### src/hw/rtl/cpu_alu_with_flags_top_assert.svh
// assertion macros for the alu with flags block
`ifndef CPU_ALU_WITH_FLAGS_TOP_ASSERT_SVH
`define CPU_ALU_WITH_FLAGS_TOP_ASSERT_SVH

// same-cycle implication, checked on every rising edge outside reset
`define CAL_ASSERT_NOW(lbl, ante, cons, msg) \
    lbl: assert property (@(posedge clk) disable iff (!rst_n) (ante) |-> (cons)) \
        else $error(msg);

// next-cycle implication
`define CAL_ASSERT_NEXT(lbl, ante, cons, msg) \
    lbl: assert property (@(posedge clk) disable iff (!rst_n) (ante) |=> (cons)) \
        else $error(msg);

`endif

### src/hw/rtl/cal_pkg.sv
// shared types, opcodes and constants for the alu with flags block
`timescale 1ns / 1ps

package cal_pkg;

    localparam int OP_W      = 6;
    localparam int WORD_W    = 16;
    localparam int BYTE_W    = 8;
    localparam int BIT_IDX_W = 3;

    localparam int IN_TDATA_W  = 48;
    localparam int OUT_TDATA_W = 24;

    // queue between front and back, depth is a power of two so pointers wrap
    localparam int QDEPTH = 2;
    localparam int QIDX_W = $clog2(QDEPTH);
    localparam int QCNT_W = $clog2(QDEPTH + 1);

    localparam logic [BYTE_W-1:0] DAA_LIMIT = 8'h99;
    localparam logic [BYTE_W-1:0] DAA_HI    = 8'h60;
    localparam logic [BYTE_W-1:0] DAA_LO    = 8'h06;
    localparam logic [3:0]        NIB_NINE  = 4'h9;

    typedef enum logic [OP_W-1:0] {
        OP_ADD    = 6'd0,
        OP_ADC    = 6'd1,
        OP_SUB    = 6'd2,
        OP_SBC    = 6'd3,
        OP_AND    = 6'd4,
        OP_OR     = 6'd5,
        OP_XOR    = 6'd6,
        OP_CP     = 6'd7,
        OP_INC8   = 6'd8,
        OP_DEC8   = 6'd9,
        OP_INC16  = 6'd10,
        OP_DEC16  = 6'd11,
        OP_ADD16  = 6'd12,
        OP_ADDSP  = 6'd13,
        OP_RLCA   = 6'd14,
        OP_RRCA   = 6'd15,
        OP_RLA    = 6'd16,
        OP_RRA    = 6'd17,
        OP_DAA    = 6'd18,
        OP_CPL    = 6'd19,
        OP_SCF    = 6'd20,
        OP_CCF    = 6'd21,
        OP_RLC    = 6'd22,
        OP_RRC    = 6'd23,
        OP_RL     = 6'd24,
        OP_RR     = 6'd25,
        OP_SLA    = 6'd26,
        OP_SRA    = 6'd27,
        OP_SWAP   = 6'd28,
        OP_SRL    = 6'd29,
        OP_BIT    = 6'd30,
        OP_RES    = 6'd31,
        OP_SET    = 6'd32
    } op_t;

    // execution class chosen by the front
    typedef enum logic [2:0] {
        CLS_ARITH8,
        CLS_LOGIC8,
        CLS_INCDEC,
        CLS_WIDE16,
        CLS_ACC,
        CLS_CB,
        CLS_NONE
    } cls_t;

    typedef struct packed {
        logic z;
        logic n;
        logic h;
        logic c;
    } flags_t;

    typedef struct packed {
        cls_t                  cls;
        op_t                   op;
        logic [WORD_W-1:0]     a16;
        logic [WORD_W-1:0]     b16;
        logic [BIT_IDX_W-1:0]  bit_idx;
    } item_t;

    typedef struct packed {
        logic              full;
        logic              empty;
        logic [QCNT_W-1:0] count;
    } q_status_t;

endpackage

### src/hw/rtl/cpu_alu_with_flags_top.sv
// top level of the 8-bit cpu alu with z/n/h/c flag register
`timescale 1ns / 1ps

// alu for an 8-bit handheld-console cpu: each input word carries an opcode,
// two 16-bit operands and a bit index; each produces exactly one output word
// with the result and the z/n/h/c flags after the operation. the flag register
// lives inside and resets to zero; adc, sbc, rotates through carry, daa, ccf
// and friends read it, so ops are executed strictly in arrival order.
// while m_axis_tready is not held low, throughput is one word per clock: the
// front decodes and writes a two-entry queue, the back pops one entry per cycle,
// computes combinationally and loads the output register, which also commits
// the flags. an accepted word goes into the queue, then into the output register.
// the input stalls only when the queue is full, i.e. when the output side has
// been holding m_axis_tready low. opcodes 33 to 63 return zero and keep the flags.

module cpu_alu_with_flags_top (
    input  logic        clk,
    input  logic        rst_n,
    input  logic        s_axis_tvalid,
    output logic        s_axis_tready,
    // op[5:0], operand_a[21:6], operand_b[37:22], bit_index[40:38], zero fill
    input  logic [47:0] s_axis_tdata,
    output logic        m_axis_tvalid,
    input  logic        m_axis_tready,
    // result[15:0], flag_zero[16], flag_subtract[17], flag_half[18],
    // flag_carry[19], zero fill
    output logic [23:0] m_axis_tdata
);
    import cal_pkg::*;

    logic      q_push;
    logic      q_pop;
    item_t     q_wr_item;
    item_t     q_rd_item;
    q_status_t q_status;

    cal_front u_front (
        .s_axis_tvalid (s_axis_tvalid),
        .s_axis_tready (s_axis_tready),
        .s_axis_tdata  (s_axis_tdata),
        .q_status      (q_status),
        .q_push        (q_push),
        .q_item        (q_wr_item)
    );

    // decoded words waiting for the execute side
    cal_queue u_queue (
        .clk       (clk),
        .rst_n     (rst_n),
        .push      (q_push),
        .push_item (q_wr_item),
        .pop       (q_pop),
        .pop_item  (q_rd_item),
        .status    (q_status)
    );

    // execute, flag register and output register
    cal_exec u_exec (
        .clk           (clk),
        .rst_n         (rst_n),
        .q_status      (q_status),
        .q_item        (q_rd_item),
        .q_pop         (q_pop),
        .m_axis_tvalid (m_axis_tvalid),
        .m_axis_tready (m_axis_tready),
        .m_axis_tdata  (m_axis_tdata)
    );

`include "cpu_alu_with_flags_top_assert.svh"

    // input may only stall when the queue is actually full
    `CAL_ASSERT_NOW(a_stall_only_full, !s_axis_tready, q_status.full, "input stalled with room in queue")

    // never pop an empty queue
    `CAL_ASSERT_NOW(a_pop_nonempty, q_pop, !q_status.empty, "pop from empty queue")

    // an accepted word is held in the queue on the next edge
    `CAL_ASSERT_NEXT(a_accept_queued, s_axis_tvalid && s_axis_tready, !q_status.empty, "accepted word lost")

endmodule

### src/hw/rtl/cal_queue.sv
// short in-order queue of decoded words between front and back
`timescale 1ns / 1ps

module cal_queue (
    input  logic               clk,
    input  logic               rst_n,
    input  logic               push,
    input  cal_pkg::item_t     push_item,
    input  logic               pop,
    output cal_pkg::item_t     pop_item,
    output cal_pkg::q_status_t status
);
    import cal_pkg::*;

    item_t             mem_reg [QDEPTH];
    logic [QIDX_W-1:0] wr_ptr_reg, wr_ptr_next;
    logic [QIDX_W-1:0] rd_ptr_reg, rd_ptr_next;
    logic [QCNT_W-1:0] cnt_reg, cnt_next;

    always_comb
    begin
        wr_ptr_next = push ? wr_ptr_reg + 1'b1 : wr_ptr_reg;
        rd_ptr_next = pop  ? rd_ptr_reg + 1'b1 : rd_ptr_reg;
        cnt_next    = cnt_reg;
        if (push && !pop)
        begin
            cnt_next = cnt_reg + 1'b1;
        end
        else if (pop && !push)
        begin
            cnt_next = cnt_reg - 1'b1;
        end
    end

    always_ff @(posedge clk or negedge rst_n)
    begin
        if (!rst_n)
        begin
            wr_ptr_reg <= '0;
            rd_ptr_reg <= '0;
            cnt_reg    <= '0;
        end
        else
        begin
            wr_ptr_reg <= wr_ptr_next;
            rd_ptr_reg <= rd_ptr_next;
            cnt_reg    <= cnt_next;
        end
    end

    // payload storage, no reset
    always_ff @(posedge clk)
    begin
        if (push)
        begin
            mem_reg[wr_ptr_reg] <= push_item;
        end
    end

    assign pop_item     = mem_reg[rd_ptr_reg];
    assign status.full  = (cnt_reg == QCNT_W'(QDEPTH));
    assign status.empty = (cnt_reg == '0);
    assign status.count = cnt_reg;

endmodule

### src/hw/rtl/cal_front.sv
// input side: takes words, unpacks the fields and sorts each op into a class
`timescale 1ns / 1ps

module cal_front (
    input  logic                              s_axis_tvalid,
    output logic                              s_axis_tready,
    input  logic [cal_pkg::IN_TDATA_W-1:0]    s_axis_tdata,
    input  cal_pkg::q_status_t                q_status,
    output logic                              q_push,
    output cal_pkg::item_t                    q_item
);
    import cal_pkg::*;

    op_t op;

    assign op = op_t'(s_axis_tdata[OP_W-1:0]);

    always_comb
    begin
        q_item.op      = op;
        q_item.a16     = s_axis_tdata[OP_W +: WORD_W];
        q_item.b16     = s_axis_tdata[OP_W + WORD_W +: WORD_W];
        q_item.bit_idx = s_axis_tdata[OP_W + 2*WORD_W +: BIT_IDX_W];
        case (op)
            OP_ADD, OP_ADC, OP_SUB, OP_SBC, OP_CP:
                q_item.cls = CLS_ARITH8;
            OP_AND, OP_OR, OP_XOR:
                q_item.cls = CLS_LOGIC8;
            OP_INC8, OP_DEC8:
                q_item.cls = CLS_INCDEC;
            OP_INC16, OP_DEC16, OP_ADD16, OP_ADDSP:
                q_item.cls = CLS_WIDE16;
            OP_RLCA, OP_RRCA, OP_RLA, OP_RRA, OP_DAA, OP_CPL, OP_SCF, OP_CCF:
                q_item.cls = CLS_ACC;
            OP_RLC, OP_RRC, OP_RL, OP_RR, OP_SLA, OP_SRA, OP_SWAP, OP_SRL,
            OP_BIT, OP_RES, OP_SET:
                q_item.cls = CLS_CB;
            default:
                q_item.cls = CLS_NONE;
        endcase
    end

    assign s_axis_tready = !q_status.full;
    assign q_push        = s_axis_tvalid && !q_status.full;

endmodule

### src/hw/rtl/cal_exec.sv
// back side: executes one op per cycle unless the output stalls, owns the flag and output registers
`timescale 1ns / 1ps

module cal_exec (
    input  logic                               clk,
    input  logic                               rst_n,
    input  cal_pkg::q_status_t                 q_status,
    input  cal_pkg::item_t                     q_item,
    output logic                               q_pop,
    output logic                               m_axis_tvalid,
    input  logic                               m_axis_tready,
    output logic [cal_pkg::OUT_TDATA_W-1:0]    m_axis_tdata
);
    import cal_pkg::*;

    flags_t             flags_reg, flags_next;
    logic               m_valid_reg, m_valid_next;
    logic [WORD_W-1:0]  res_reg;
    logic [WORD_W-1:0]  res_next;
    flags_t             fout_reg;

    logic [BYTE_W-1:0]  a, b;
    logic               cin;

    assign a   = q_item.a16[BYTE_W-1:0];
    assign b   = q_item.b16[BYTE_W-1:0];
    assign cin = flags_reg.c;

    always_comb
    begin
        logic              cx;
        logic [BYTE_W:0]   s9;
        logic [4:0]        s5;
        logic [BYTE_W-1:0] r8;
        logic [WORD_W:0]   s17;
        logic [12:0]       s13;
        logic [WORD_W-1:0] sext;
        logic              dc;

        cx   = 1'b0;
        s9   = '0;
        s5   = '0;
        r8   = '0;
        s17  = '0;
        s13  = '0;
        sext = '0;
        dc   = cin;
        res_next   = '0;
        flags_next = flags_reg;

        case (q_item.cls)
            CLS_ARITH8:
            begin
                cx = ((q_item.op == OP_ADC) || (q_item.op == OP_SBC)) ? cin : 1'b0;
                if ((q_item.op == OP_ADD) || (q_item.op == OP_ADC))
                begin
                    s9 = {1'b0, a} + {1'b0, b} + {8'd0, cx};
                    s5 = {1'b0, a[3:0]} + {1'b0, b[3:0]} + {4'd0, cx};
                    flags_next.n = 1'b0;
                end
                else
                begin
                    // borrow out of bit 8 and bit 4
                    s9 = {1'b0, a} - {1'b0, b} - {8'd0, cx};
                    s5 = {1'b0, a[3:0]} - {1'b0, b[3:0]} - {4'd0, cx};
                    flags_next.n = 1'b1;
                end
                res_next     = {8'd0, s9[BYTE_W-1:0]};
                flags_next.z = (s9[BYTE_W-1:0] == '0);
                flags_next.h = s5[4];
                flags_next.c = s9[BYTE_W];
            end
            CLS_LOGIC8:
            begin
                case (q_item.op)
                    OP_AND:  r8 = a & b;
                    OP_OR:   r8 = a | b;
                    default: r8 = a ^ b;
                endcase
                res_next     = {8'd0, r8};
                flags_next.z = (r8 == '0);
                flags_next.n = 1'b0;
                flags_next.h = (q_item.op == OP_AND);
                flags_next.c = 1'b0;
            end
            CLS_INCDEC:
            begin
                if (q_item.op == OP_INC8)
                begin
                    r8           = a + 1'b1;
                    flags_next.n = 1'b0;
                    flags_next.h = (r8[3:0] == 4'd0);
                end
                else
                begin
                    r8           = a - 1'b1;
                    flags_next.n = 1'b1;
                    flags_next.h = (a[3:0] == 4'd0);
                end
                res_next     = {8'd0, r8};
                flags_next.z = (r8 == '0);
            end
            CLS_WIDE16:
            begin
                case (q_item.op)
                    OP_INC16: res_next = q_item.a16 + 1'b1;
                    OP_DEC16: res_next = q_item.a16 - 1'b1;
                    OP_ADD16:
                    begin
                        s17 = {1'b0, q_item.a16} + {1'b0, q_item.b16};
                        s13 = {1'b0, q_item.a16[11:0]} + {1'b0, q_item.b16[11:0]};
                        res_next     = s17[WORD_W-1:0];
                        flags_next.n = 1'b0;
                        flags_next.h = s13[12];
                        flags_next.c = s17[WORD_W];
                    end
                    default:
                    begin
                        // sp plus signed byte, flags from the low byte add
                        sext = {{8{b[7]}}, b};
                        s9   = {1'b0, q_item.a16[BYTE_W-1:0]} + {1'b0, b};
                        s5   = {1'b0, q_item.a16[3:0]} + {1'b0, b[3:0]};
                        res_next     = q_item.a16 + sext;
                        flags_next.z = 1'b0;
                        flags_next.n = 1'b0;
                        flags_next.h = s5[4];
                        flags_next.c = s9[BYTE_W];
                    end
                endcase
            end
            CLS_ACC:
            begin
                case (q_item.op)
                    OP_RLCA:
                    begin
                        r8 = {a[6:0], a[7]};
                        flags_next = '{z: 1'b0, n: 1'b0, h: 1'b0, c: a[7]};
                    end
                    OP_RRCA:
                    begin
                        r8 = {a[0], a[7:1]};
                        flags_next = '{z: 1'b0, n: 1'b0, h: 1'b0, c: a[0]};
                    end
                    OP_RLA:
                    begin
                        r8 = {a[6:0], cin};
                        flags_next = '{z: 1'b0, n: 1'b0, h: 1'b0, c: a[7]};
                    end
                    OP_RRA:
                    begin
                        r8 = {cin, a[7:1]};
                        flags_next = '{z: 1'b0, n: 1'b0, h: 1'b0, c: a[0]};
                    end
                    OP_DAA:
                    begin
                        r8 = a;
                        if (!flags_reg.n)
                        begin
                            if (cin || (a > DAA_LIMIT))
                            begin
                                r8 = r8 + DAA_HI;
                                dc = 1'b1;
                            end
                            if (flags_reg.h || (a[3:0] > NIB_NINE))
                            begin
                                r8 = r8 + DAA_LO;
                            end
                        end
                        else
                        begin
                            if (cin)
                            begin
                                r8 = r8 - DAA_HI;
                            end
                            if (flags_reg.h)
                            begin
                                r8 = r8 - DAA_LO;
                            end
                        end
                        flags_next = '{z: (r8 == '0), n: flags_reg.n, h: 1'b0, c: dc};
                    end
                    OP_CPL:
                    begin
                        r8 = ~a;
                        flags_next = '{z: flags_reg.z, n: 1'b1, h: 1'b1, c: cin};
                    end
                    OP_SCF:
                    begin
                        r8 = a;
                        flags_next = '{z: flags_reg.z, n: 1'b0, h: 1'b0, c: 1'b1};
                    end
                    default:
                    begin
                        r8 = a;
                        flags_next = '{z: flags_reg.z, n: 1'b0, h: 1'b0, c: !cin};
                    end
                endcase
                res_next = {8'd0, r8};
            end
            CLS_CB:
            begin
                dc = 1'b0;
                case (q_item.op)
                    OP_RLC:  begin r8 = {a[6:0], a[7]}; dc = a[7]; end
                    OP_RRC:  begin r8 = {a[0], a[7:1]}; dc = a[0]; end
                    OP_RL:   begin r8 = {a[6:0], cin};  dc = a[7]; end
                    OP_RR:   begin r8 = {cin, a[7:1]};  dc = a[0]; end
                    OP_SLA:  begin r8 = {a[6:0], 1'b0}; dc = a[7]; end
                    OP_SRA:  begin r8 = {a[7], a[7:1]}; dc = a[0]; end
                    OP_SWAP: begin r8 = {a[3:0], a[7:4]}; end
                    OP_SRL:  begin r8 = {1'b0, a[7:1]}; dc = a[0]; end
                    OP_BIT:  begin r8 = a; end
                    OP_RES:  begin r8 = a & ~(8'd1 << q_item.bit_idx); end
                    default: begin r8 = a | (8'd1 << q_item.bit_idx); end
                endcase
                res_next = {8'd0, r8};
                if (q_item.op == OP_BIT)
                begin
                    flags_next = '{z: !a[q_item.bit_idx], n: 1'b0, h: 1'b1, c: cin};
                end
                else if ((q_item.op != OP_RES) && (q_item.op != OP_SET))
                begin
                    flags_next = '{z: (r8 == '0), n: 1'b0, h: 1'b0, c: dc};
                end
            end
            default:
            begin
                res_next   = '0;
                flags_next = flags_reg;
            end
        endcase
    end

    // pop whenever the output register is free or being drained
    assign q_pop = !q_status.empty && (!m_valid_reg || m_axis_tready);

    always_comb
    begin
        m_valid_next = m_valid_reg;
        if (q_pop)
        begin
            m_valid_next = 1'b1;
        end
        else if (m_axis_tready)
        begin
            m_valid_next = 1'b0;
        end
    end

    always_ff @(posedge clk or negedge rst_n)
    begin
        if (!rst_n)
        begin
            flags_reg   <= '0;
            m_valid_reg <= 1'b0;
        end
        else
        begin
            m_valid_reg <= m_valid_next;
            if (q_pop)
            begin
                flags_reg <= flags_next;
            end
        end
    end

    always_ff @(posedge clk)
    begin
        if (q_pop)
        begin
            res_reg  <= res_next;
            fout_reg <= flags_next;
        end
    end

    assign m_axis_tvalid = m_valid_reg;
    assign m_axis_tdata  = {4'd0, fout_reg.c, fout_reg.h, fout_reg.n, fout_reg.z, res_reg};

endmodule
### config.mk
export PLATFORM = sky130hd
export DESIGN_NAME = cpu_alu_with_flags_top
export DESIGN_NICKNAME = d
export VERILOG_FILES = /design/src/hw/rtl/cal_pkg.sv /design/src/hw/rtl/cpu_alu_with_flags_top.sv /design/src/hw/rtl/cal_queue.sv /design/src/hw/rtl/cal_front.sv /design/src/hw/rtl/cal_exec.sv
export VERILOG_INCLUDE_DIRS = /design/src /design/src/hw/rtl
export SDC_FILE = /design/constraint.sdc
export NUM_CORES = 1
export LEC_CHECK = 0
export BUFFER_PORTS_ARGS = -buffer_cell sky130_fd_sc_hd__buf_2
export CORE_MARGIN = 10
export CORE_UTILIZATION = 50
export CTS_BUF_LIST = sky130_fd_sc_hd__clkbuf_4
export CTS_CLUSTER_DIAMETER = 120
export CTS_CLUSTER_SIZE = 40
export DETAILED_ROUTE_END_ITERATION = 10
export PLACE_DENSITY_LB_ADDON = 0.1
export RECOVER_POWER = 100
export SKIP_CTS_REPAIR_TIMING = 1
export SYNTH_ARGS = -nofsm -noshare
export SYNTH_HDL_FRONTEND = slang
export SYNTH_HIERARCHICAL = 1
export SYNTH_SLANG_ARGS = --single-unit
export TNS_END_PERCENT = 5
### constraint.sdc
create_clock -name clk -period 5.3 [get_ports clk]
set_input_delay 0.265 -clock clk [delete_from_list [all_inputs] [get_ports clk]]
set_output_delay 0.265 -clock clk [all_outputs]
set_load 0.02 [all_outputs]
==> impl_metrics.env <==
export IMPL_status="complete, but fails checks"
export IMPL_violations="capacitance limit, slew limit"
export IMPL_post_route_drc_count=0
export IMPL_drive_above_1_share=0.116
export IMPL_io_buffers=66
export IMPL_post_drt_wl_per_cell_um=20.5
export IMPL_numCtsBuffers=17
export IMPL_ctsLongestPathBuffers=2
export IMPL_rr_worst_depth=14
export IMPL_slowest_stage="dfrtp_2"
export IMPL_cts_root_buf="clkbuf_4"
export IMPL_cts_tree="done"
export IMPL_synth_edf_count=108
export IMPL_rows=52
export IMPL_synthCells=1108
export IMPL_vias_per_cell=6.05
export IMPL_synth_top_family_by_area="compound AO/OA/AOI/OAI gates"
export IMPL_ant_nets=0
export IMPL_synth_seq_cells=117
export IMPL_grt_use_total=0.214
export IMPL_largest_register_ffs=88
export IMPL_grt_pass1_wl_um=44600
export IMPL_cp_slowest_stage_delay_ns=0.78
export IMPL_tightestPinTransition_ns=3.10
export IMPL_rsz0062_at_grt="no"
export IMPL_hold_path_class="in2reg"
export IMPL_period_minus_slack_ns=4.84
export IMPL_grt_pass1_vias=7982
export IMPL_synthXorXnorAreaFrac=0.0598
export IMPL_rrSetupSlack_ns=0.46
export IMPL_final_hold_violation_count=0
export IMPL_ys_seq_area_frac=0.338
export IMPL_path_max_fanout=19
export IMPL_vias=8667
export IMPL_nFillCells=1909
export IMPL_die_x_um=163
export IMPL_layout_commonest_cell="edfxtp_1"
export IMPL_r2r_end="u_exec/m_axis_tdata[19]"
export IMPL_dieArea_um2=26600
export IMPL_whs_endpoint="u_queue/wr_ptr_reg"
export IMPL_cp_arrival_ns=5.11
export IMPL_drv_cap=3
export IMPL_setup_violations=0
export IMPL_skew_ns=0.0319
export IMPL_synth_warnings=6
export IMPL_start_util=0.508
export IMPL_layout_common_cells="edfxtp_1 (108), a21oi_1 (91), nand2_1 (90)"
export IMPL_crit_chain="mux2_4 -> nor2_1 -> nand4_1 -> fa_1 -> fa_1 -> o21a_1 -> nor2_1 -> o21ai_0 -> a31oi_1 -> xnor2_1 -> o211ai_1 -> a21oi_1 -> o21ai_0 -> o21a_1"
export IMPL_muxShareOfSynthArea=0.0769
export IMPL_hold_depth=3
export IMPL_routed_wirelength_um=29400
export IMPL_nNetsFinal=1273
export IMPL_htreeDepth=4
export IMPL_grt_overflow_total=0
export IMPL_tns_ns=0
export IMPL_yosys_area_share_simple=0.152
export IMPL_insertion_delay_ns=0.55
export IMPL_yosys_cell_types_count=78
export IMPL_synth_compound_area_frac=0.198
export IMPL_async_reset_ff_frac=0.0769
export IMPL_clock_sinks=117
export IMPL_synth_area_um2=10200
export IMPL_postSynth_topFlopCell="edfxtp_1"
export IMPL_first_iter_violations=779
export IMPL_crit_reg2reg_launch="u_queue/rd_ptr_reg"
export IMPL_max_freq_mhz=207
export IMPL_dp_hpwl_um=20900
export IMPL_path_clk_slew_ns=0.12
export IMPL_grt_max_degree=45
export IMPL_place_congestion=0.948
export IMPL_crit_type="reg2reg"
export IMPL_die_height_um=163
export IMPL_endpoint_kind="register"
export IMPL_num_io_pins=78
export IMPL_slew_viol_final=120
export IMPL_core_area_um2=20200
export IMPL_crit_required_ns=5.57
export IMPL_cpLargestDelayFamily="compound AO/OA/AOI/OAI gates"
export IMPL_synth_adder_area_share=0.0921
export IMPL_antenna_found_initial=1
export IMPL_min_from="s_axis_tvalid"
export IMPL_dr_pass1_iters=9
export IMPL_syn_avg_cell_area_um2=9.25
export IMPL_start_kind="register"
export IMPL_syn_to_final_growth_pct=8.17
export IMPL_cp_buffers_inverters=0
export IMPL_relSlewSlack=-1.07
export IMPL_final_period_utilization=0.913
area by class of cell:
| type | instances | area, um2 | share of cell area |
|---|---|---|---|
| clock inverter | 15 | 179 | 0.0161 |
| tap | 270 | 338 | 0.0305 |
| antenna | 1 | 2.50 | 0.000226 |
| clock buffer | 17 | 128 | 0.0115 |
| multi-input combinational | 841 | 5970 | 0.539 |
| timing repair buffer | 128 | 835 | 0.0753 |
| inverter | 43 | 161 | 0.0146 |
| sequential | 117 | 3470 | 0.313 |
routing by layer:
metal  share of wire  global-route usage  up-vias
li1                -                   -     4142
met1            0.45               0.295     4098
met2            0.44               0.320      377
met3           0.080              0.0446       50
met4           0.030              0.0861        0
met5               0                   0        -
tightest hold or removal path, cell delays in order:
cell,delay [ns]
buf_2,0.09
nor2b_1,0.16
xor2_1,0.13
worst max-delay path by stage:
stage,from,end,slack (ns),depth (start not counted)
3_5_place_dp,u_queue/rd_ptr_reg,u_exec/res_reg[7],0.55,15
2_1_floorplan,u_queue/rd_ptr_reg,u_exec/res_reg[7],0.58,20
3_3_place_gp,u_queue/rd_ptr_reg,u_exec/m_axis_tdata[19],0.59,14
4_1_cts,u_queue/rd_ptr_reg,u_exec/res_reg[7],0.55,15
6_report,u_queue/rd_ptr_reg,u_exec/m_axis_tdata[19],0.46,14
5_1_grt,u_queue/rd_ptr_reg,u_exec/m_axis_tdata[18],0.19,12
stage by stage:
stage	cells	area [um2]	hold slack [ns]	setup slack, ns	util
6_report	1432	11100	0.162	0.463	0.550
4_1_cts	1388	10700	-0.432	0.554	0.532
2_1_floorplan	1111	10300	-0.0306	0.584	-
3_3_place_gp	1356	10400	0.195	0.592	0.517
3_5_place_dp	1356	10400	0.194	0.549	0.517
5_1_grt	1432	11100	0.142	0.188	0.550
cell families (layout without fill, tap and decap cells):
family,Yosys count,in the layout
buf+inv,153,203
mux,56,56
flops,117,117
fa+ha+maj,73,73
simple gates,319,319
other cells,1,5
xor+xnor,70,70
compound gates,319,319
synth_stat cells (all sizes together), types with 4 or more instances:
master,number,area (um2)
nor2b,14,87.6
o21ai,80,400
nand4,8,50.1
a221oi,10,93.8
o21a,9,67.6
nand3,20,100
dfrtp,9,225
nor4,8,50.1
nor2,81,304
inv,41,154
mux2i,9,90.1
and2,7,43.8
o2111ai,5,43.8
a21oi,92,460
ha,69,863
o311ai,7,61.3
o31a,4,35.0
a211oi,13,97.6
o22ai,6,37.5
xor2,18,158
or4,6,48.8
nand2,90,338
a21o,16,120
or2,7,43.8
fa,4,80.1
clkbuf,45,169
nor3,32,165
a31oi,22,138
o211ai,14,105
edfxtp,108,3240
a31o,4,35.0
a222oi,5,50.1
and3,5,31.3
xnor2,52,455
nor3b,10,75.1
buf,65,509
nand3b,4,30.0
or3,11,68.8
a22oi,5,37.5
nand2b,9,56.3
mux2,45,653
Power is not shown: default switching activity piles up to over one toggle a cycle in this logic, so the estimate is an artifact.
